<file path="config.mk">
export PLATFORM = sky130hd
export DESIGN_NAME = http_request_tokenizer_flat
export DESIGN_NICKNAME = d
export VERILOG_FILES = /design/src/hdl/hrt_pkg.sv /design/src/hdl/hrt_if.sv /design/src/hdl/hrt_core.sv /design/src/hdl/hrt_out_queue.sv /design/src/hdl/http_request_tokenizer.sv /design/src/flat_wrapper.sv
export SDC_FILE = /design/constraint.sdc
export NUM_CORES = 1
export LEC_CHECK = 0
export BUFFER_PORTS_ARGS = -buffer_cell sky130_fd_sc_hd__buf_2
export CAP_MARGIN = 10
export CORE_ASPECT_RATIO = 1.1
export CORE_MARGIN = 2
export CORE_UTILIZATION = 40
export CTS_CLUSTER_DIAMETER = 30
export DETAILED_ROUTE_END_ITERATION = 6
export MAX_ROUTING_LAYER = met4
export PLACE_DENSITY_LB_ADDON = 0.1
export SLEW_MARGIN = 20
export SYNTH_ARGS = -nofsm -noshare
export SYNTH_HDL_FRONTEND = slang
export SYNTH_SLANG_ARGS = --single-unit
</file>
<file path="constraint.sdc">
create_clock -name i_clk -period 5.3 [get_ports i_clk]
set_input_delay 1.06 -clock i_clk [delete_from_list [all_inputs] [get_ports i_clk]]
set_output_delay 1.06 -clock i_clk [all_outputs]
set_load 0.05 [all_outputs]
</file>
<file path="src/hdl/hrt_pkg.sv">
// Package with the shared types, character codes and helpers of the HTTP request tokenizer.
package hrt_pkg;

    // Largest number of headers that get a distinct index.
    localparam int MAX_HEADERS = 16;

    // Highest header index; it also fits the 4-bit index field.
    localparam logic [3:0] HDR_CAP = (MAX_HEADERS > 16) ? 4'd15 : 4'(MAX_HEADERS - 1);

    // Result queue depth; one accepted byte can push two entries.
    localparam int QUEUE_DEPTH = 4;
    localparam int QUEUE_AW    = $clog2(QUEUE_DEPTH);

    // Character codes used by the parser.
    localparam logic [7:0] CH_CR    = 8'h0D;
    localparam logic [7:0] CH_LF    = 8'h0A;
    localparam logic [7:0] CH_SP    = 8'h20;
    localparam logic [7:0] CH_COLON = 8'h3A;

    // Parser phases.
    typedef enum logic [3:0] {
        PH_METHOD     = 4'd0,
        PH_URL_START  = 4'd1,
        PH_URL        = 4'd2,
        PH_VER_START  = 4'd3,
        PH_VER        = 4'd4,
        PH_SKIP_ONE   = 4'd5,
        PH_LINE_START = 4'd6,
        PH_CR_HELD    = 4'd7,
        PH_NAME       = 4'd8,
        PH_SKIP_SP    = 4'd9,
        PH_VALUE      = 4'd10,
        PH_BODY_START = 4'd11,
        PH_BODY       = 4'd12
    } t_phase;

    // Field class of a byte.
    typedef enum logic [2:0] {
        CL_METHOD  = 3'd0,
        CL_URL     = 3'd1,
        CL_VERSION = 3'd2,
        CL_NAME    = 3'd3,
        CL_VALUE   = 3'd4,
        CL_BODY    = 3'd5,
        CL_DELIM   = 3'd6
    } t_class;

    // Method decision.
    typedef enum logic [1:0] {
        MTH_PENDING = 2'd0,
        MTH_GET     = 2'd1,
        MTH_POST    = 2'd2,
        MTH_OTHER   = 2'd3
    } t_method;

    // One result beat.
    typedef struct packed {
        logic [7:0] out_byte;
        t_class     byte_class;
        logic       field_start;
        logic [3:0] header_index;
        t_method    method_code;
        logic       msg_done;
        logic       incomplete;
        logic       run_last;
    } t_result;

    // Results produced by one accepted byte, first result in res0.
    typedef struct packed {
        logic [1:0] count;
        t_result    res0;
        t_result    res1;
    } t_core_out;

    // Letters of "GET".
    function automatic logic [7:0] get_char(input logic [1:0] idx);
        logic [7:0] c;
        unique case (idx)
            2'd0:    c = 8'h47;
            2'd1:    c = 8'h45;
            default: c = 8'h54;
        endcase
        return c;
    endfunction

    // Letters of "POST".
    function automatic logic [7:0] post_char(input logic [1:0] idx);
        logic [7:0] c;
        unique case (idx)
            2'd0:    c = 8'h50;
            2'd1:    c = 8'h4F;
            2'd2:    c = 8'h53;
            default: c = 8'h54;
        endcase
        return c;
    endfunction

endpackage

</file>
<file path="src/hdl/hrt_if.sv">
// Handshake channels of the HTTP request tokenizer: request bytes in, tagged bytes out.
interface hrt_req_if;
    logic       valid;
    logic       ready;
    logic [7:0] data_byte;
    logic       msg_last;

    modport source (output valid, output data_byte, output msg_last, input ready);
    modport sink   (input valid, input data_byte, input msg_last, output ready);
endinterface

interface hrt_tok_if;
    logic       valid;
    logic       ready;
    logic [7:0] out_byte;
    logic [2:0] byte_class;
    logic       field_start;
    logic [3:0] header_index;
    logic [1:0] method_code;
    logic       msg_done;
    logic       incomplete;
    logic       run_last;

    modport source (output valid, output out_byte, output byte_class, output field_start,
                    output header_index, output method_code, output msg_done,
                    output incomplete, output run_last, input ready);
    modport sink   (input valid, input out_byte, input byte_class, input field_start,
                    input header_index, input method_code, input msg_done,
                    input incomplete, input run_last, output ready);
endinterface

</file>
<file path="src/hdl/hrt_core.sv">
// Parser state machine: classifies each accepted byte into zero, one or two results.
module hrt_core (
    input  logic              i_clk,
    input  logic              i_rst_n,
    input  logic              i_fire,
    input  logic [7:0]        i_data_byte,
    input  logic              i_msg_last,
    output hrt_pkg::t_core_out o_out
);

    hrt_pkg::t_phase  r_phase, n_phase;
    logic [2:0]       r_pos, n_pos;
    logic             r_get_match, n_get_match;
    logic             r_post_match, n_post_match;
    hrt_pkg::t_method r_method, n_method;
    logic [3:0]       r_hdr_cnt, n_hdr_cnt;
    logic             r_hdr_seen, n_hdr_seen;

    logic             hdr_bump;
    logic             m_get, m_post;
    hrt_pkg::t_method m_method;
    logic             is_cr, is_lf, is_sp, is_colon, is_eol, in_body;

    logic [1:0]       res_cnt;
    logic [7:0]       b0, b1;
    hrt_pkg::t_class  c0, c1;
    logic             s0, s1;

    assign is_cr    = (i_data_byte == hrt_pkg::CH_CR);
    assign is_lf    = (i_data_byte == hrt_pkg::CH_LF);
    assign is_sp    = (i_data_byte == hrt_pkg::CH_SP);
    assign is_colon = (i_data_byte == hrt_pkg::CH_COLON);
    assign is_eol   = is_cr || is_lf;

    // Method prefix match on the first bytes of the message.
    always_comb begin
        m_get    = r_get_match;
        m_post   = r_post_match;
        m_method = r_method;
        if (r_method == hrt_pkg::MTH_PENDING) begin
            if (r_pos < 3'd3 && r_get_match) begin
                m_get = (i_data_byte == hrt_pkg::get_char(r_pos[1:0]));
            end
            if (r_pos < 3'd4 && r_post_match) begin
                m_post = (i_data_byte == hrt_pkg::post_char(r_pos[1:0]));
            end
            if (m_get) begin
                if (r_pos == 3'd2) begin
                    m_method = hrt_pkg::MTH_GET;
                end
            end else if (m_post) begin
                if (r_pos == 3'd3) begin
                    m_method = hrt_pkg::MTH_POST;
                end
            end else begin
                m_method = hrt_pkg::MTH_OTHER;
            end
        end
    end

    // Next phase and method tracking.
    always_comb begin
        n_phase      = r_phase;
        n_pos        = r_pos;
        n_get_match  = r_get_match;
        n_post_match = r_post_match;
        n_method     = r_method;
        hdr_bump     = 1'b0;
        unique case (r_phase)
            hrt_pkg::PH_METHOD: begin
                n_get_match  = m_get;
                n_post_match = m_post;
                n_method     = m_method;
                if (is_sp) begin
                    n_phase = hrt_pkg::PH_URL_START;
                end
                if (r_pos < 3'd7) begin
                    n_pos = r_pos + 3'd1;
                end
            end
            hrt_pkg::PH_URL_START, hrt_pkg::PH_URL: begin
                n_phase = is_sp ? hrt_pkg::PH_VER_START : hrt_pkg::PH_URL;
            end
            hrt_pkg::PH_VER_START, hrt_pkg::PH_VER: begin
                n_phase = is_eol ? hrt_pkg::PH_SKIP_ONE : hrt_pkg::PH_VER;
            end
            hrt_pkg::PH_SKIP_ONE: begin
                n_phase = hrt_pkg::PH_LINE_START;
            end
            hrt_pkg::PH_LINE_START: begin
                if (is_cr) begin
                    n_phase = hrt_pkg::PH_CR_HELD;
                end else begin
                    hdr_bump = 1'b1;
                    n_phase  = is_colon ? hrt_pkg::PH_SKIP_SP : hrt_pkg::PH_NAME;
                end
            end
            hrt_pkg::PH_CR_HELD: begin
                if (is_lf) begin
                    n_phase = hrt_pkg::PH_BODY_START;
                end else begin
                    hdr_bump = 1'b1;
                    n_phase  = is_colon ? hrt_pkg::PH_SKIP_SP : hrt_pkg::PH_NAME;
                end
            end
            hrt_pkg::PH_NAME: begin
                if (is_colon) begin
                    n_phase = hrt_pkg::PH_SKIP_SP;
                end
            end
            hrt_pkg::PH_SKIP_SP, hrt_pkg::PH_VALUE: begin
                if (is_eol) begin
                    n_phase = hrt_pkg::PH_SKIP_ONE;
                end else if (!(r_phase == hrt_pkg::PH_SKIP_SP && is_sp)) begin
                    n_phase = hrt_pkg::PH_VALUE;
                end
            end
            default: begin
                n_phase = hrt_pkg::PH_BODY;
            end
        endcase
        // A CR held at the end of the message is flushed as a name byte.
        if (i_msg_last && n_phase == hrt_pkg::PH_CR_HELD) begin
            hdr_bump = 1'b1;
            n_phase  = hrt_pkg::PH_NAME;
        end
    end

    // Header index: the first header gets zero, later ones count up and saturate.
    always_comb begin
        n_hdr_cnt  = r_hdr_cnt;
        n_hdr_seen = r_hdr_seen;
        if (hdr_bump) begin
            if (!r_hdr_seen) begin
                n_hdr_seen = 1'b1;
                n_hdr_cnt  = 4'd0;
            end else if (r_hdr_cnt < hrt_pkg::HDR_CAP) begin
                n_hdr_cnt = r_hdr_cnt + 4'd1;
            end
        end
    end

    assign in_body = (n_phase == hrt_pkg::PH_BODY_START) || (n_phase == hrt_pkg::PH_BODY);

    // Byte, class and field start of each result.
    always_comb begin
        res_cnt = 2'd1;
        b0      = i_data_byte;
        c0      = hrt_pkg::CL_DELIM;
        s0      = 1'b0;
        b1      = i_data_byte;
        c1      = hrt_pkg::CL_DELIM;
        s1      = 1'b0;
        unique case (r_phase)
            hrt_pkg::PH_METHOD: begin
                if (!is_sp) begin
                    c0 = hrt_pkg::CL_METHOD;
                    s0 = (r_pos == 3'd0);
                end
            end
            hrt_pkg::PH_URL_START, hrt_pkg::PH_URL: begin
                if (!is_sp) begin
                    c0 = hrt_pkg::CL_URL;
                    s0 = (r_phase == hrt_pkg::PH_URL_START);
                end
            end
            hrt_pkg::PH_VER_START, hrt_pkg::PH_VER: begin
                if (!is_eol) begin
                    c0 = hrt_pkg::CL_VERSION;
                    s0 = (r_phase == hrt_pkg::PH_VER_START);
                end
            end
            hrt_pkg::PH_SKIP_ONE: begin
                c0 = hrt_pkg::CL_DELIM;
            end
            hrt_pkg::PH_LINE_START: begin
                if (is_cr) begin
                    // The CR is held; only a message end releases it now.
                    res_cnt = i_msg_last ? 2'd1 : 2'd0;
                    b0      = hrt_pkg::CH_CR;
                    c0      = hrt_pkg::CL_NAME;
                    s0      = 1'b1;
                end else if (!is_colon) begin
                    c0 = hrt_pkg::CL_NAME;
                    s0 = 1'b1;
                end
            end
            hrt_pkg::PH_CR_HELD: begin
                res_cnt = 2'd2;
                b0      = hrt_pkg::CH_CR;
                if (is_lf) begin
                    c0 = hrt_pkg::CL_DELIM;
                end else begin
                    c0 = hrt_pkg::CL_NAME;
                    s0 = 1'b1;
                    c1 = is_colon ? hrt_pkg::CL_DELIM : hrt_pkg::CL_NAME;
                end
            end
            hrt_pkg::PH_NAME: begin
                if (!is_colon) begin
                    c0 = hrt_pkg::CL_NAME;
                end
            end
            hrt_pkg::PH_SKIP_SP, hrt_pkg::PH_VALUE: begin
                if (!is_eol && !(r_phase == hrt_pkg::PH_SKIP_SP && is_sp)) begin
                    c0 = hrt_pkg::CL_VALUE;
                    s0 = (r_phase == hrt_pkg::PH_SKIP_SP);
                end
            end
            default: begin
                c0 = hrt_pkg::CL_BODY;
                s0 = (r_phase == hrt_pkg::PH_BODY_START);
            end
        endcase
    end

    // Assemble the result beats; shared fields carry the state after this byte.
    always_comb begin
        o_out.count                  = i_fire ? res_cnt : 2'd0;
        o_out.res0.out_byte          = b0;
        o_out.res0.byte_class        = c0;
        o_out.res0.field_start       = s0;
        o_out.res0.header_index      = n_hdr_cnt;
        o_out.res0.method_code       = n_method;
        o_out.res0.run_last          = (res_cnt != 2'd2);
        o_out.res0.msg_done          = i_msg_last && (res_cnt != 2'd2);
        o_out.res0.incomplete        = i_msg_last && (res_cnt != 2'd2) && !in_body;
        o_out.res1.out_byte          = b1;
        o_out.res1.byte_class        = c1;
        o_out.res1.field_start       = s1;
        o_out.res1.header_index      = n_hdr_cnt;
        o_out.res1.method_code       = n_method;
        o_out.res1.run_last          = 1'b1;
        o_out.res1.msg_done          = i_msg_last;
        o_out.res1.incomplete        = i_msg_last && !in_body;
    end

    // State registers; the final byte of a message returns everything to reset.
    always_ff @(posedge i_clk) begin
        if (!i_rst_n || (i_fire && i_msg_last)) begin
            r_phase      <= hrt_pkg::PH_METHOD;
            r_pos        <= 3'd0;
            r_get_match  <= 1'b1;
            r_post_match <= 1'b1;
            r_method     <= hrt_pkg::MTH_PENDING;
            r_hdr_cnt    <= 4'd0;
            r_hdr_seen   <= 1'b0;
        end else if (i_fire) begin
            r_phase      <= n_phase;
            r_pos        <= n_pos;
            r_get_match  <= n_get_match;
            r_post_match <= n_post_match;
            r_method     <= n_method;
            r_hdr_cnt    <= n_hdr_cnt;
            r_hdr_seen   <= n_hdr_seen;
        end
    end

endmodule

</file>
<file path="src/hdl/hrt_out_queue.sv">
// Small result queue that takes up to two beats per cycle and hands out one while the receiver is ready.
module hrt_out_queue (
    input  logic               i_clk,
    input  logic               i_rst_n,
    input  hrt_pkg::t_core_out i_push,
    output logic               o_room,
    output logic               o_valid,
    input  logic               i_ready,
    output hrt_pkg::t_result   o_result
);

    hrt_pkg::t_result                r_mem [hrt_pkg::QUEUE_DEPTH];
    logic [hrt_pkg::QUEUE_AW-1:0]    r_wr_ptr, r_rd_ptr;
    logic [hrt_pkg::QUEUE_AW:0]      r_count;
    logic                            pop;
    logic [hrt_pkg::QUEUE_AW-1:0]    wr_ptr_1;

    // Room for a full two-beat push is judged from the registered fill level.
    assign o_room   = (r_count <= (hrt_pkg::QUEUE_AW + 1)'(hrt_pkg::QUEUE_DEPTH - 2));
    assign o_valid  = (r_count != '0);
    assign o_result = r_mem[r_rd_ptr];
    assign pop      = o_valid && i_ready;
    assign wr_ptr_1 = r_wr_ptr + 1'b1;

    // Entry storage.
    always_ff @(posedge i_clk) begin
        if (i_push.count != 2'd0) begin
            r_mem[r_wr_ptr] <= i_push.res0;
        end
        if (i_push.count == 2'd2) begin
            r_mem[wr_ptr_1] <= i_push.res1;
        end
    end

    // Pointers and fill level.
    always_ff @(posedge i_clk) begin
        if (!i_rst_n) begin
            r_wr_ptr <= '0;
            r_rd_ptr <= '0;
            r_count  <= '0;
        end else begin
            r_wr_ptr <= r_wr_ptr + hrt_pkg::QUEUE_AW'(i_push.count);
            if (pop) begin
                r_rd_ptr <= r_rd_ptr + 1'b1;
            end
            r_count <= r_count + (hrt_pkg::QUEUE_AW + 1)'(i_push.count)
                       - (hrt_pkg::QUEUE_AW + 1)'(pop);
        end
    end

endmodule

</file>
<file path="src/hdl/http_request_tokenizer.sv">
// Top level of the HTTP request tokenizer: byte channel in, tagged byte channel out.
//
// The request channel takes one raw byte per beat, with msg_last on the final byte of a
// message. The token channel gives one beat per classified byte: the byte, its field
// class, a field start flag, the header index, the method code and the end flags.
// Most bytes give one beat; a CR at the start of a header line gives none until the next
// byte arrives, and that next byte then gives two beats (or the CR alone at message end).
// A beat is written into the result queue before it is visible on the token channel.
// Throughput: one byte per cycle while the receiver takes one beat per cycle; the two beats
// of one byte leave one after the other. The parser state machine settles each byte
// combinationally; the four-entry result queue sets how far the sides decouple.
// The request channel is ready while the queue has room for two beats, so it keeps
// accepting while a finished beat waits; when the receiver stalls, the queue fills and
// ready drops once three or four beats are pending, and no beat is lost.
// Reset clears the parser to the method phase and empties the queue. The final byte of
// each message also returns the parser to its reset state.
module http_request_tokenizer (
    input  logic      i_clk,
    input  logic      i_rst_n,
    hrt_req_if.sink   i_req,
    hrt_tok_if.source o_tok
);

    hrt_pkg::t_core_out core_out;
    hrt_pkg::t_result   result;
    logic               room;
    logic               fire;

    assign i_req.ready = room;
    assign fire        = i_req.valid && room;

    // Byte classifier.
    hrt_core u_core (
        .i_clk       (i_clk),
        .i_rst_n     (i_rst_n),
        .i_fire      (fire),
        .i_data_byte (i_req.data_byte),
        .i_msg_last  (i_req.msg_last),
        .o_out       (core_out)
    );

    // Result queue toward the token channel.
    hrt_out_queue u_queue (
        .i_clk    (i_clk),
        .i_rst_n  (i_rst_n),
        .i_push   (core_out),
        .o_room   (room),
        .o_valid  (o_tok.valid),
        .i_ready  (o_tok.ready),
        .o_result (result)
    );

    // Token channel payload.
    assign o_tok.out_byte     = result.out_byte;
    assign o_tok.byte_class   = result.byte_class;
    assign o_tok.field_start  = result.field_start;
    assign o_tok.header_index = result.header_index;
    assign o_tok.method_code  = result.method_code;
    assign o_tok.msg_done     = result.msg_done;
    assign o_tok.incomplete   = result.incomplete;
    assign o_tok.run_last     = result.run_last;

endmodule

</file>
<file path="src/flat_wrapper.sv">
// flat-port wrapper written by rule: the top's interface ports become plain ports
module http_request_tokenizer_flat 
  (i_clk, i_rst_n, i_req_valid, i_req_data_byte, i_req_msg_last, i_req_ready, o_tok_valid, o_tok_out_byte, o_tok_byte_class, o_tok_field_start, o_tok_header_index, o_tok_method_code, o_tok_msg_done, o_tok_incomplete, o_tok_run_last, o_tok_ready);
  hrt_req_if i_req_i ();
  hrt_tok_if o_tok_i ();
  input  logic i_clk;
  input  logic i_rst_n;
  input wire logic [$bits(i_req_i.valid)-1:0] i_req_valid;
  input wire logic [$bits(i_req_i.data_byte)-1:0] i_req_data_byte;
  input wire logic [$bits(i_req_i.msg_last)-1:0] i_req_msg_last;
  output wire logic [$bits(i_req_i.ready)-1:0] i_req_ready;
  output wire logic [$bits(o_tok_i.valid)-1:0] o_tok_valid;
  output wire logic [$bits(o_tok_i.out_byte)-1:0] o_tok_out_byte;
  output wire logic [$bits(o_tok_i.byte_class)-1:0] o_tok_byte_class;
  output wire logic [$bits(o_tok_i.field_start)-1:0] o_tok_field_start;
  output wire logic [$bits(o_tok_i.header_index)-1:0] o_tok_header_index;
  output wire logic [$bits(o_tok_i.method_code)-1:0] o_tok_method_code;
  output wire logic [$bits(o_tok_i.msg_done)-1:0] o_tok_msg_done;
  output wire logic [$bits(o_tok_i.incomplete)-1:0] o_tok_incomplete;
  output wire logic [$bits(o_tok_i.run_last)-1:0] o_tok_run_last;
  input wire logic [$bits(o_tok_i.ready)-1:0] o_tok_ready;
  assign i_req_i.valid = i_req_valid;
  assign i_req_i.data_byte = i_req_data_byte;
  assign i_req_i.msg_last = i_req_msg_last;
  assign i_req_ready = i_req_i.ready;
  assign o_tok_valid = o_tok_i.valid;
  assign o_tok_out_byte = o_tok_i.out_byte;
  assign o_tok_byte_class = o_tok_i.byte_class;
  assign o_tok_field_start = o_tok_i.field_start;
  assign o_tok_header_index = o_tok_i.header_index;
  assign o_tok_method_code = o_tok_i.method_code;
  assign o_tok_msg_done = o_tok_i.msg_done;
  assign o_tok_incomplete = o_tok_i.incomplete;
  assign o_tok_run_last = o_tok_i.run_last;
  assign o_tok_i.ready = o_tok_ready;
  http_request_tokenizer u_core (.i_clk(i_clk), .i_rst_n(i_rst_n), .i_req(i_req_i), .o_tok(o_tok_i));
endmodule
</file>
* Word level (Yosys, flattened, before mapping)
Memory sizes are Yosys's and may differ from the RTL's. A register that Yosys moved wholly into a read port is not among the register bits.
Index checks and enable logic that the tools add are counted.
** Storage, ports and cells
- Register bits after elaboration :: 23
- Latch bits :: 0
- Bits in writable memories :: 84
- Memory bits (read-only) :: 0
- Input bits :: 13
- Output and inout bits :: 23
- Logic and storage cells :: 143
- Memories :: 1
** Operators by class
- Add/sub/neg operators :: 7
- $mul :: 0
- Divide/modulo/power cells :: 0
- $lt $le $gt $ge :: 5
- Equal/unequal tests :: 26
- Shifts and indexed selects :: 0
- Muxes and demuxes :: 63
- Bitwise operators :: 0
- Reduce and logical (&&, ||, !) cells :: 31
** Memory list
- u_core.u_queue.r_mem :: depth 4, bits a word 21, rd ports 1, clocked after Yosys merged registers in 1, wr ports 2, RTL line hrt_out_queue.sv:12 : hrt_pkg::t_result r_mem [hrt_pkg::QUEUE_DEPTH];
** Operator list (number)
- $mux 8 :: 5
- $mux 4 :: 9
- $pmux 4 s8 :: 1
- $eq 4x4->1 const B :: 6
- $mux 3 :: 8
- $pmux 3 s8 :: 1
- $mux 1 :: 22
- $mux 2 :: 11
- $eq 4x3->1 const B :: 5
- $eq 8x4->1 const B :: 2
- $eq 8x6->1 const B :: 2
- $eq 8x8->1 :: 2
- $pmux 8 s2 :: 1
- $pmux 5 s3 :: 1
- $logic_and 1x1->1 :: 11
- $pmux 5 s2 :: 1
- $eq 4x2->1 const B :: 2
- $reduce_or 2->1 :: 4
- $pmux 1 s7 :: 1
- $eq 3x2->1 const B :: 2
- $lt 3x3->1 const B :: 2
- $reduce_and 3->1 :: 2
- $add 2x1->2 const B :: 2
- $add 4x1->4 const B :: 1
- other kinds (21) :: 28

* Depth between registers and ports, before layout
Gate-level depths: netlist (run 1).
- Depth in word-level cells :: 12
- Depth in mapped cells :: 12
- Mapped depth without buffers :: 11

* Modules after synthesis
Synthesis (run 1) repeated with hierarchy kept, for this count alone.
** Unflattened totals
- Cells, all modules :: 521
- Area, all modules :: 6700.2 um2
** Modules (own cells, without submodules)
- hrt_out_queue :: instances 1, cells an instance 252, area each 4738.3 um2, sequential area each 2702.6 um2
- hrt_core :: instances 1, cells an instance 268, area each 1955.6 um2, sequential area each 320.3 um2
- http_request_tokenizer :: instances 1, cells an instance 1, area each 6.3 um2, sequential area each 0.0 um2

* Worst setup path before layout (run 1)
No wires, ideal clock.
- Path kind :: in2reg
- From :: input port i_req_data_byte[5]
- To :: register u_core.u_queue.r_count[2] (netlist bit)
- Setup time :: 0.115 ns
- Arrival time :: 3.180 ns
- Data required time :: 5.185 ns
- Setup slack :: 2.005 ns
- Stages on the path :: 12
- Buffers on the path :: 1
- Cell sequence :: clkbuf_1 > nor4_1 > nand4_1 > nand3_1 > ha_1 > inv_1 > ha_1 > inv_1 > fa_1 > xor2_1 > xnor2_1 > and2_1
** Between the ends
- Cells in the longest elaborated chain, start to end :: 6
** RTL lines
- from (decl) :: RTL line flat_wrapper.sv:9 : input wire logic [$bits(i_req_i.data_byte)-1:0] i_req_data_byte;
- $eq 8x4->1 :: RTL line hrt_core.sv:29 : assign is_cr = (i_data_byte == hrt_pkg::CH_CR);
- $mux 1 :: RTL line hrt_core.sv:177 : if (is_cr) begin
- $pmux 2 s2 :: RTL line hrt_core.sv:154 : unique case (r_phase)
- $mux 2 :: RTL line hrt_core.sv:219 : o_out.count = i_fire ? res_cnt : 2'd0;
- $add 3x2->3 :: RTL line hrt_out_queue.sv:46 : r_count <= r_count + (hrt_pkg::QUEUE_AW + 1)'(i_push.count)
- $sub 3x1->3 :: RTL line hrt_out_queue.sv:47 : - (hrt_pkg::QUEUE_AW + 1)'(pop);
- to (signal assigned) :: RTL line hrt_out_queue.sv:46
- to (decl) :: RTL line hrt_out_queue.sv:14 : logic [hrt_pkg::QUEUE_AW:0] r_count;
Every way passes these cells.
A chain may end at the register's enable or synchronous reset.

==> results.sh, run 1 <==
export IMPL_grt_pass1_vias=4119
export IMPL_io_buffers=35
export IMPL_syn_area_mm2=0.00573
export IMPL_hold_path_end="u_core.u_queue.r_mem[0][0]"
export IMPL_drive_gt1_frac=0.157
export IMPL_clk_pin_slew_ns=0.07
export IMPL_initial_core_util=0.412
export IMPL_fin_crit_ns=3.69
export IMPL_synth_ff_type="edfxtp_1"
export IMPL_drv_slew=0
export IMPL_post_cts_buffers=0
export IMPL_dpl_hpwl_mm=10.6
export IMPL_slowest_stage="nor2b_1"
export IMPL_internal_power_mw=1.78
export IMPL_r2r_cells=5
export IMPL_rows=45
export IMPL_sw_frac_of_total=0.387
export IMPL_required_ns=5.26
export IMPL_syn_avg_cell_area_um2=10.6
export IMPL_die_area_mm2=0.0153
export IMPL_reg2reg_slack_ns=1.81
export IMPL_clock_root_buffer="clkbuf_16"
export IMPL_p_clk_frac=0.244
export IMPL_synth_edf_count=72
export IMPL_synthDistinctLibCells=66
export IMPL_netlist_top_cells_area="edfxtp_1 (38%), dfxtp_1 (13%), mux4_2 (8.3%)"
export IMPL_cp_slowest_stage_delay_ns=0.67
export IMPL_grt_usage=0.203
export IMPL_clock_sinks=109
export IMPL_ys_seq_area_frac=0.507
export IMPL_synth_most_common_cell="nor2_1"
export IMPL_hp_start="u_core.u_queue.r_mem[0][0]"
export IMPL_slew_headroom=0.429
export IMPL_cap_viol_max_count=0
export IMPL_critPathCaptureType="register"
export IMPL_synth_cells=538
export IMPL_core_area_mm2=0.0139
export IMPL_cp_arrival_ns=3.66
export IMPL_grt_max_degree=23
export IMPL_rr_endpoint="u_core.u_queue.r_mem[0][19]"
export IMPL_pin_count=36
export IMPL_tightestPinTransition_ns=0.847
export IMPL_chipHeight_um=129
export IMPL_rsz0062_at_grt="false"
export IMPL_gp_congestion=0.923
export IMPL_layout_nets=579
export IMPL_grt_pass1_wl_mm=22.9
export IMPL_cts_tree="done"
export IMPL_p_switching_mw=1.12
export IMPL_fillers=1317
export IMPL_synth_area_leader_cell="edfxtp_1"
export IMPL_post_route_util=0.456
export IMPL_overflow=0
export IMPL_p_comb_frac=0.365
export IMPL_outcome="finished, final reports clean"
export IMPL_power_leakage_nw=2.25
export IMPL_syn2layout_area_growth_pct=10.6
export IMPL_die_w_um=118
export IMPL_num_vias=4242
export IMPL_finalSetupTns_ns=0
export IMPL_antenna_found_initial=0
export IMPL_path_class="input pin to register"
export IMPL_power_density_mw_per_mm2=458
export IMPL_path_max_fanout=18
export IMPL_ant_nets=0
export IMPL_fmax_mhz=271
export IMPL_skew_ns=0.00503
export IMPL_synth_warnings=0
export IMPL_fin_crit_sh=0.697
export IMPL_h_tree_depth=3
export IMPL_routed_wl_mm=14.5
export IMPL_drt_iter0_markers=329
export IMPL_timing_rr_start="u_core.u_core.r_phase[2]"
export IMPL_p_seq_frac=0.391
export IMPL_crit_chain="buf_2, nor4_1, nand4_1, nand3_1, nor2b_1, inv_1"
export IMPL_synth_async_sr_flop_share=0
export IMPL_cts_buffers=9
export IMPL_hold_class="register to register"
export IMPL_post_cts_resized=0
export IMPL_antenna_cells=0
export IMPL_wire_per_inst_um=19.3
export IMPL_synth_fp_nets=562
export IMPL_synth_top_area_share=0.378
export IMPL_whs_path_depth=1
export IMPL_drt_vias_per_instance=5.67
export IMPL_vdd_drop_max_mv=0.160
export IMPL_hold_violations=0
export IMPL_dr_pass1_iters=5
export IMPL_ys_ff_latch=109
export IMPL_clk_latency_ns=0.35
export IMPL_postCtsHoldBufs=0
export IMPL_clock_path_buffers=2
export IMPL_critPathLaunchType="input pin"
export IMPL_drc=0
export IMPL_finalSetupViolCount=0
export IMPL_synth_common_cells="nor2_1 (73), edfxtp_1 (72), and2_1 (39), dfxtp_1 (37), a21oi_1 (29)"
==> per-stage QoR <==
stage | cells | hold slack [ns] | setup WS, ns | power [mW] | area (um2)
after detailed placement | 732 | 0.440 | 1.32 | 2.22 | 6020
final | 748 | 0.459 | 1.61 | 2.90 | 6330
after global routing | 748 | 0.469 | 1.38 | 3.05 | 6330
after global placement | 732 | 0.444 | 1.44 | 2.21 | 6020
after floorplan | 538 | 0.421 | 2.00 | 1.97 | 5730
after CTS | 748 | 0.457 | 1.70 | 2.93 | 6330
==> critical path, delay by kind of cell <==
kind	cells	cell delay, ns
buffers and inverters	2	0.75
and+or+nand+nor	4	1.85
==> state kept, by name, indices dropped and copies added, names as in the netlist, named ones only <==
signal,cells
u_core.u_core.r_phase,4
u_core.u_queue.r_count,3
u_core.u_queue.r_mem,84
u_core.u_core.r_post_match,1
u_core.u_queue.r_wr_ptr,2
u_core.u_core.r_get_match,1
u_core.u_core.r_hdr_seen,1
u_core.u_core.r_method,2
u_core.u_core.r_hdr_cnt,4
u_core.u_queue.r_rd_ptr,2
u_core.u_core.r_pos,3
==> layout make-up <==
type	count	area, um2	share of cell area
inverter	19	71.3	0.0113
sequential	109	2900	0.458
multi-input combinational	379	2620	0.413
clock inverter	7	92.6	0.0146
tap	188	235	0.0371
clock buffer	9	225	0.0356
timing repair buffer	37	190	0.0300
==> metal layers <==
layer  track usage  vias up  part of all wire
met1         0.267     2041              0.46
li1              -     2019                 -
met2         0.313      153              0.47
met4        0.0829        0             0.026
met5             -        -                 0
met3        0.0339       29             0.047
==> cells by family (layout without fill, tap and decap cells) <==
group | count (synthesis) | count (layout) | synth area share
compound gates | 111 | 111 | 0.125
xor+xnor | 9 | 9 | 0.0138
fa+ha+maj | 11 | 11 | 0.0253
buf+inv | 50 | 72 | 0.0360
flops | 109 | 109 | 0.507
mux | 24 | 24 | 0.0880
simple gates | 224 | 224 | 0.205
==> power groups by stage <==
stage                     clock network, mW  registers (mW)  logic (mW)
after global placement                    0            1.15        1.06
after floorplan                           0            1.12       0.856
after global routing                  0.757            1.15        1.14
after detailed placement                  0            1.15        1.07
after CTS                             0.721            1.13        1.07
final                                 0.707            1.13        1.06
==> how the worst max path moves through the flow <==
| stage | start | to | slack (ns) | depth (start not counted) |
|---|---|---|---|---|
| 2_1_floorplan | i_req_data_byte[5] | u_core.u_queue.r_count[2] | 2.00 | 12 |
| 3_3_place_gp | i_req_data_byte[6] | u_core.u_queue.r_mem[2][3] | 1.44 | 6 |
| 3_5_place_dp | i_req_data_byte[6] | u_core.u_queue.r_mem[2][8] | 1.32 | 6 |
| 4_1_cts | i_req_data_byte[6] | u_core.u_queue.r_mem[2][12] | 1.70 | 6 |
| 5_1_grt | i_req_data_byte[6] | u_core.u_queue.r_mem[2][12] | 1.38 | 6 |
| 6_report | i_req_data_byte[6] | u_core.u_queue.r_mem[2][12] | 1.61 | 6 |
==> placed cells by master (no fill, tap or decap), types with 3 or more instances in the layout <==
master	synthesis	layout
nor2_1	73	73
edfxtp_1	72	72
and2_1	39	39
dfxtp_1	37	37
buf_2	3	35
a21oi_1	29	29
o21ai_0	27	27
nand2_1	25	25
mux4_2	21	21
inv_1	18	18
nand3_1	17	17
nor3_1	17	17
nor2b_1	13	13
o22ai_1	12	12
ha_1	10	10
clkbuf_16	0	9
xnor2_1	7	7
nand4_1	5	5
o31ai_1	5	5
nand2b_1	5	5
and3_1	4	4
a211oi_1	4	4
a21o_1	4	4
or3_1	3	3
nor4_1	3	3
nor4bb_1	3	3
a31oi_1	3	3
clkinv_4	0	3
(Power assumes the default switching activity.)
==> run 2, diff against run 1 <==
==> constraint.sdc (replaced) <==
create_clock -name i_clk -period 3 [get_ports i_clk]
set_input_delay 0.6 -clock i_clk [delete_from_list [all_inputs] [get_ports i_clk]]
set_output_delay 0.6 -clock i_clk [all_outputs]
set_load 0.05 [all_outputs]
==> run 2 against run 1 <==
  * Count of clock-buffer cells in the layout up 3
  * Routed wire length up 0.24%
  * Core utilization up 2.2 points
  * Critical endpoint is now u_core.u_queue.r_mem[2][4]
  * First-iteration DRC count down 18%
  * Register-to-register slack worse by 1.5 ns
==> results.sh, run 2 (synthesis gave the netlist of run 1 again) <==
export IMPL_critical_path_top_delay_family="simple AND/OR/NAND/NOR gates"
export IMPL_chipHeight_um=129
export IMPL_overflow=0
export IMPL_fillers=1291
export IMPL_slowest_stage="dfxtp_1"
export IMPL_use_met1=0.261
export IMPL_power_leakage_nw=2.43
export IMPL_die_w_um=118
export IMPL_p_seq_frac=0.386
export IMPL_finalSetupTns_ns=0
export IMPL_required_ns=3.11
export IMPL_post_cts_resized=0
export IMPL_p_comb_frac=0.387
export IMPL_rsz0062_at_grt="false"
export IMPL_clock_sinks=109
export IMPL_grt_util_met2=0.325
export IMPL_critPathCaptureType="register"
export IMPL_internal_power_mw=3.20
export IMPL_final_common_cell="nor2_1"
export IMPL_power_density_mw_per_mm2=776
export IMPL_die_area_mm2=0.0153
export IMPL_layout_nets=620
export IMPL_cp_slowest_stage_delay_ns=0.44
export IMPL_cap_viol_max_count=0
export IMPL_vdd_drop_max_mv=0.289
export IMPL_finalPower_mw=5.16
export IMPL_cts_buffers=9
export IMPL_h_tree_depth=3
export IMPL_post_route_util=0.478
export IMPL_sw_frac_of_total=0.379
export IMPL_top_regs="u_core.u_queue.r_mem: 84 flops, u_core.u_core.r_hdr_cnt: 4 flops, u_core.u_core.r_phase: 4 flops"
export IMPL_initial_core_util=0.412
export IMPL_busiest_layer="met2"
export IMPL_cp_arrival_ns=2.84
export IMPL_clock_path_buffers=2
export IMPL_hold_class="register to register"
export IMPL_timing_hold_ws_ns=0.456
export IMPL_clk_latency_ns=0.35
export IMPL_drt_vias_per_instance=5.64
export IMPL_clock_root_buffer="clkbuf_16"
export IMPL_crit_buf_inv=2
export IMPL_fin_crit_ns=2.73
export IMPL_core_area_mm2=0.0139
export IMPL_tightestPinTransition_ns=0.673
export IMPL_routed_wl_mm=14.5
export IMPL_drc=0
export IMPL_ant_nets=0
export IMPL_drt_iter0_markers=270
export IMPL_cts_tree="done"
export IMPL_hold_violations=0
export IMPL_crit_chain="inv_1, ha_1, nand2b_1, or4_1, a221oi_2, o21ai_0, or2_2, a31oi_1, buf_4, nor2_1"
export IMPL_gp_congestion=0.974
export IMPL_grt_usage=0.203
export IMPL_dpl_hpwl_mm=10.5
export IMPL_dr_pass1_iters=5
export IMPL_drive_gt1_frac=0.212
export IMPL_p_switching_mw=1.95
export IMPL_pin_count=36
export IMPL_post_cts_buffers=0
export IMPL_grt_pass1_wl_mm=22.9
export IMPL_postCtsHoldBufs=0
export IMPL_slew_headroom=0.548
export IMPL_outcome="finished, final reports clean"
export IMPL_wire_per_inst_um=18.4
export IMPL_syn2layout_area_growth_pct=16.0
export IMPL_largest_reg_flops=84
export IMPL_skew_ns=0.00615
export IMPL_fin_crit_sh=0.909
export IMPL_p_clk_frac=0.227
export IMPL_finalSetupViolCount=0
export IMPL_path_max_fanout=6
export IMPL_fmax_mhz=367
export IMPL_grt_max_degree=22
export IMPL_clk_pin_slew_ns=0.07
export IMPL_drv_slew=0
export IMPL_grt_pass1_vias=4178
export IMPL_regMostFlops="u_core.u_queue.r_mem"
export IMPL_rows=45
export IMPL_layout_common_cells="nor2_1 (73), edfxtp_1 (72), buf_4 (41)"
export IMPL_num_vias=4452
export IMPL_use_met3=0.0277
export IMPL_antenna_found_initial=1
export IMPL_path_class="register to register"
export IMPL_io_buffers=35
export IMPL_critPathLaunchType="register"
## run 2: cell count changes in the layout (fill, tap and decap cells not counted), moves of 2 or more
cell      before  now
clkinv_4       3    0
buf_12         0    2
clkbuf_1       0    3
buf_4          2   41
## run 2: final cells by class
type | instances | area, um2 | area share
sequential | 109 | 2900 | 0.437
multi-input combinational | 379 | 2630 | 0.395
timing repair buffer | 78 | 523 | 0.0787
clock buffer | 12 | 236 | 0.0356
tap | 188 | 235 | 0.0354
inverter | 19 | 71.3 | 0.0107
clock inverter | 3 | 46.3 | 0.00697
antenna | 1 | 2.50 | 0.000377
## run 2: worst paths after layout
| kind | from | to | slack, ns | cells after the start |
|---|---|---|---|---|
| max reg2reg | u_core.u_core.r_pos[1] | u_core.u_queue.r_mem[2][4] | 0.27 | 10 |
| max | u_core.u_core.r_pos[1] | u_core.u_queue.r_mem[2][4] | 0.27 | 10 |
| min reg2reg | u_core.u_core.r_get_match | u_core.u_core.r_get_match | 0.46 | 2 |
| min | u_core.u_core.r_get_match | u_core.u_core.r_get_match | 0.46 | 2 |
## run 2: worst register-to-register path, stage by stage (launching register included)
cell and delay, ns:
dfxtp_1 0.44, inv_1 0.11, ha_1 0.24, nand2b_1 0.15
or4_1 0.42, a221oi_2 0.33, o21ai_0 0.16, or2_2 0.29
a31oi_1 0.13, buf_4 0.17, nor2_1 0.05
## run 2: power groups by stage
| stage | clock, mW | combinational, mW | sequential [mW] |
|---|---|---|---|
| global placement | 0 | 2.00 | 2.01 |
| CTS | 1.19 | 2.02 | 1.99 |
| global route | 1.25 | 2.14 | 2.01 |
| finish | 1.17 | 2.00 | 1.99 |
| detailed placement | 0 | 2.01 | 2.02 |
| floorplan | 0 | 1.51 | 1.98 |
## run 2: per-layer routing
| layer | wire length, um | share of wire |
|---|---|---|
| met5 | 0 | 0 |
| met4 | 325 | 0.022 |
| met3 | 760 | 0.052 |
| met2 | 6900 | 0.48 |
| met1 | 6500 | 0.45 |
## run 2: per-stage QoR
step | cell area [um2] | cells | worst slack, ns
after floorplan | 5730 | 538 | 0.124
after global placement | 6350 | 773 | 0.0642
after detailed placement | 6350 | 773 | 0.0582
after CTS | 6640 | 788 | 0.203
after global routing | 6650 | 789 | 0.0429
final | 6650 | 789 | 0.273
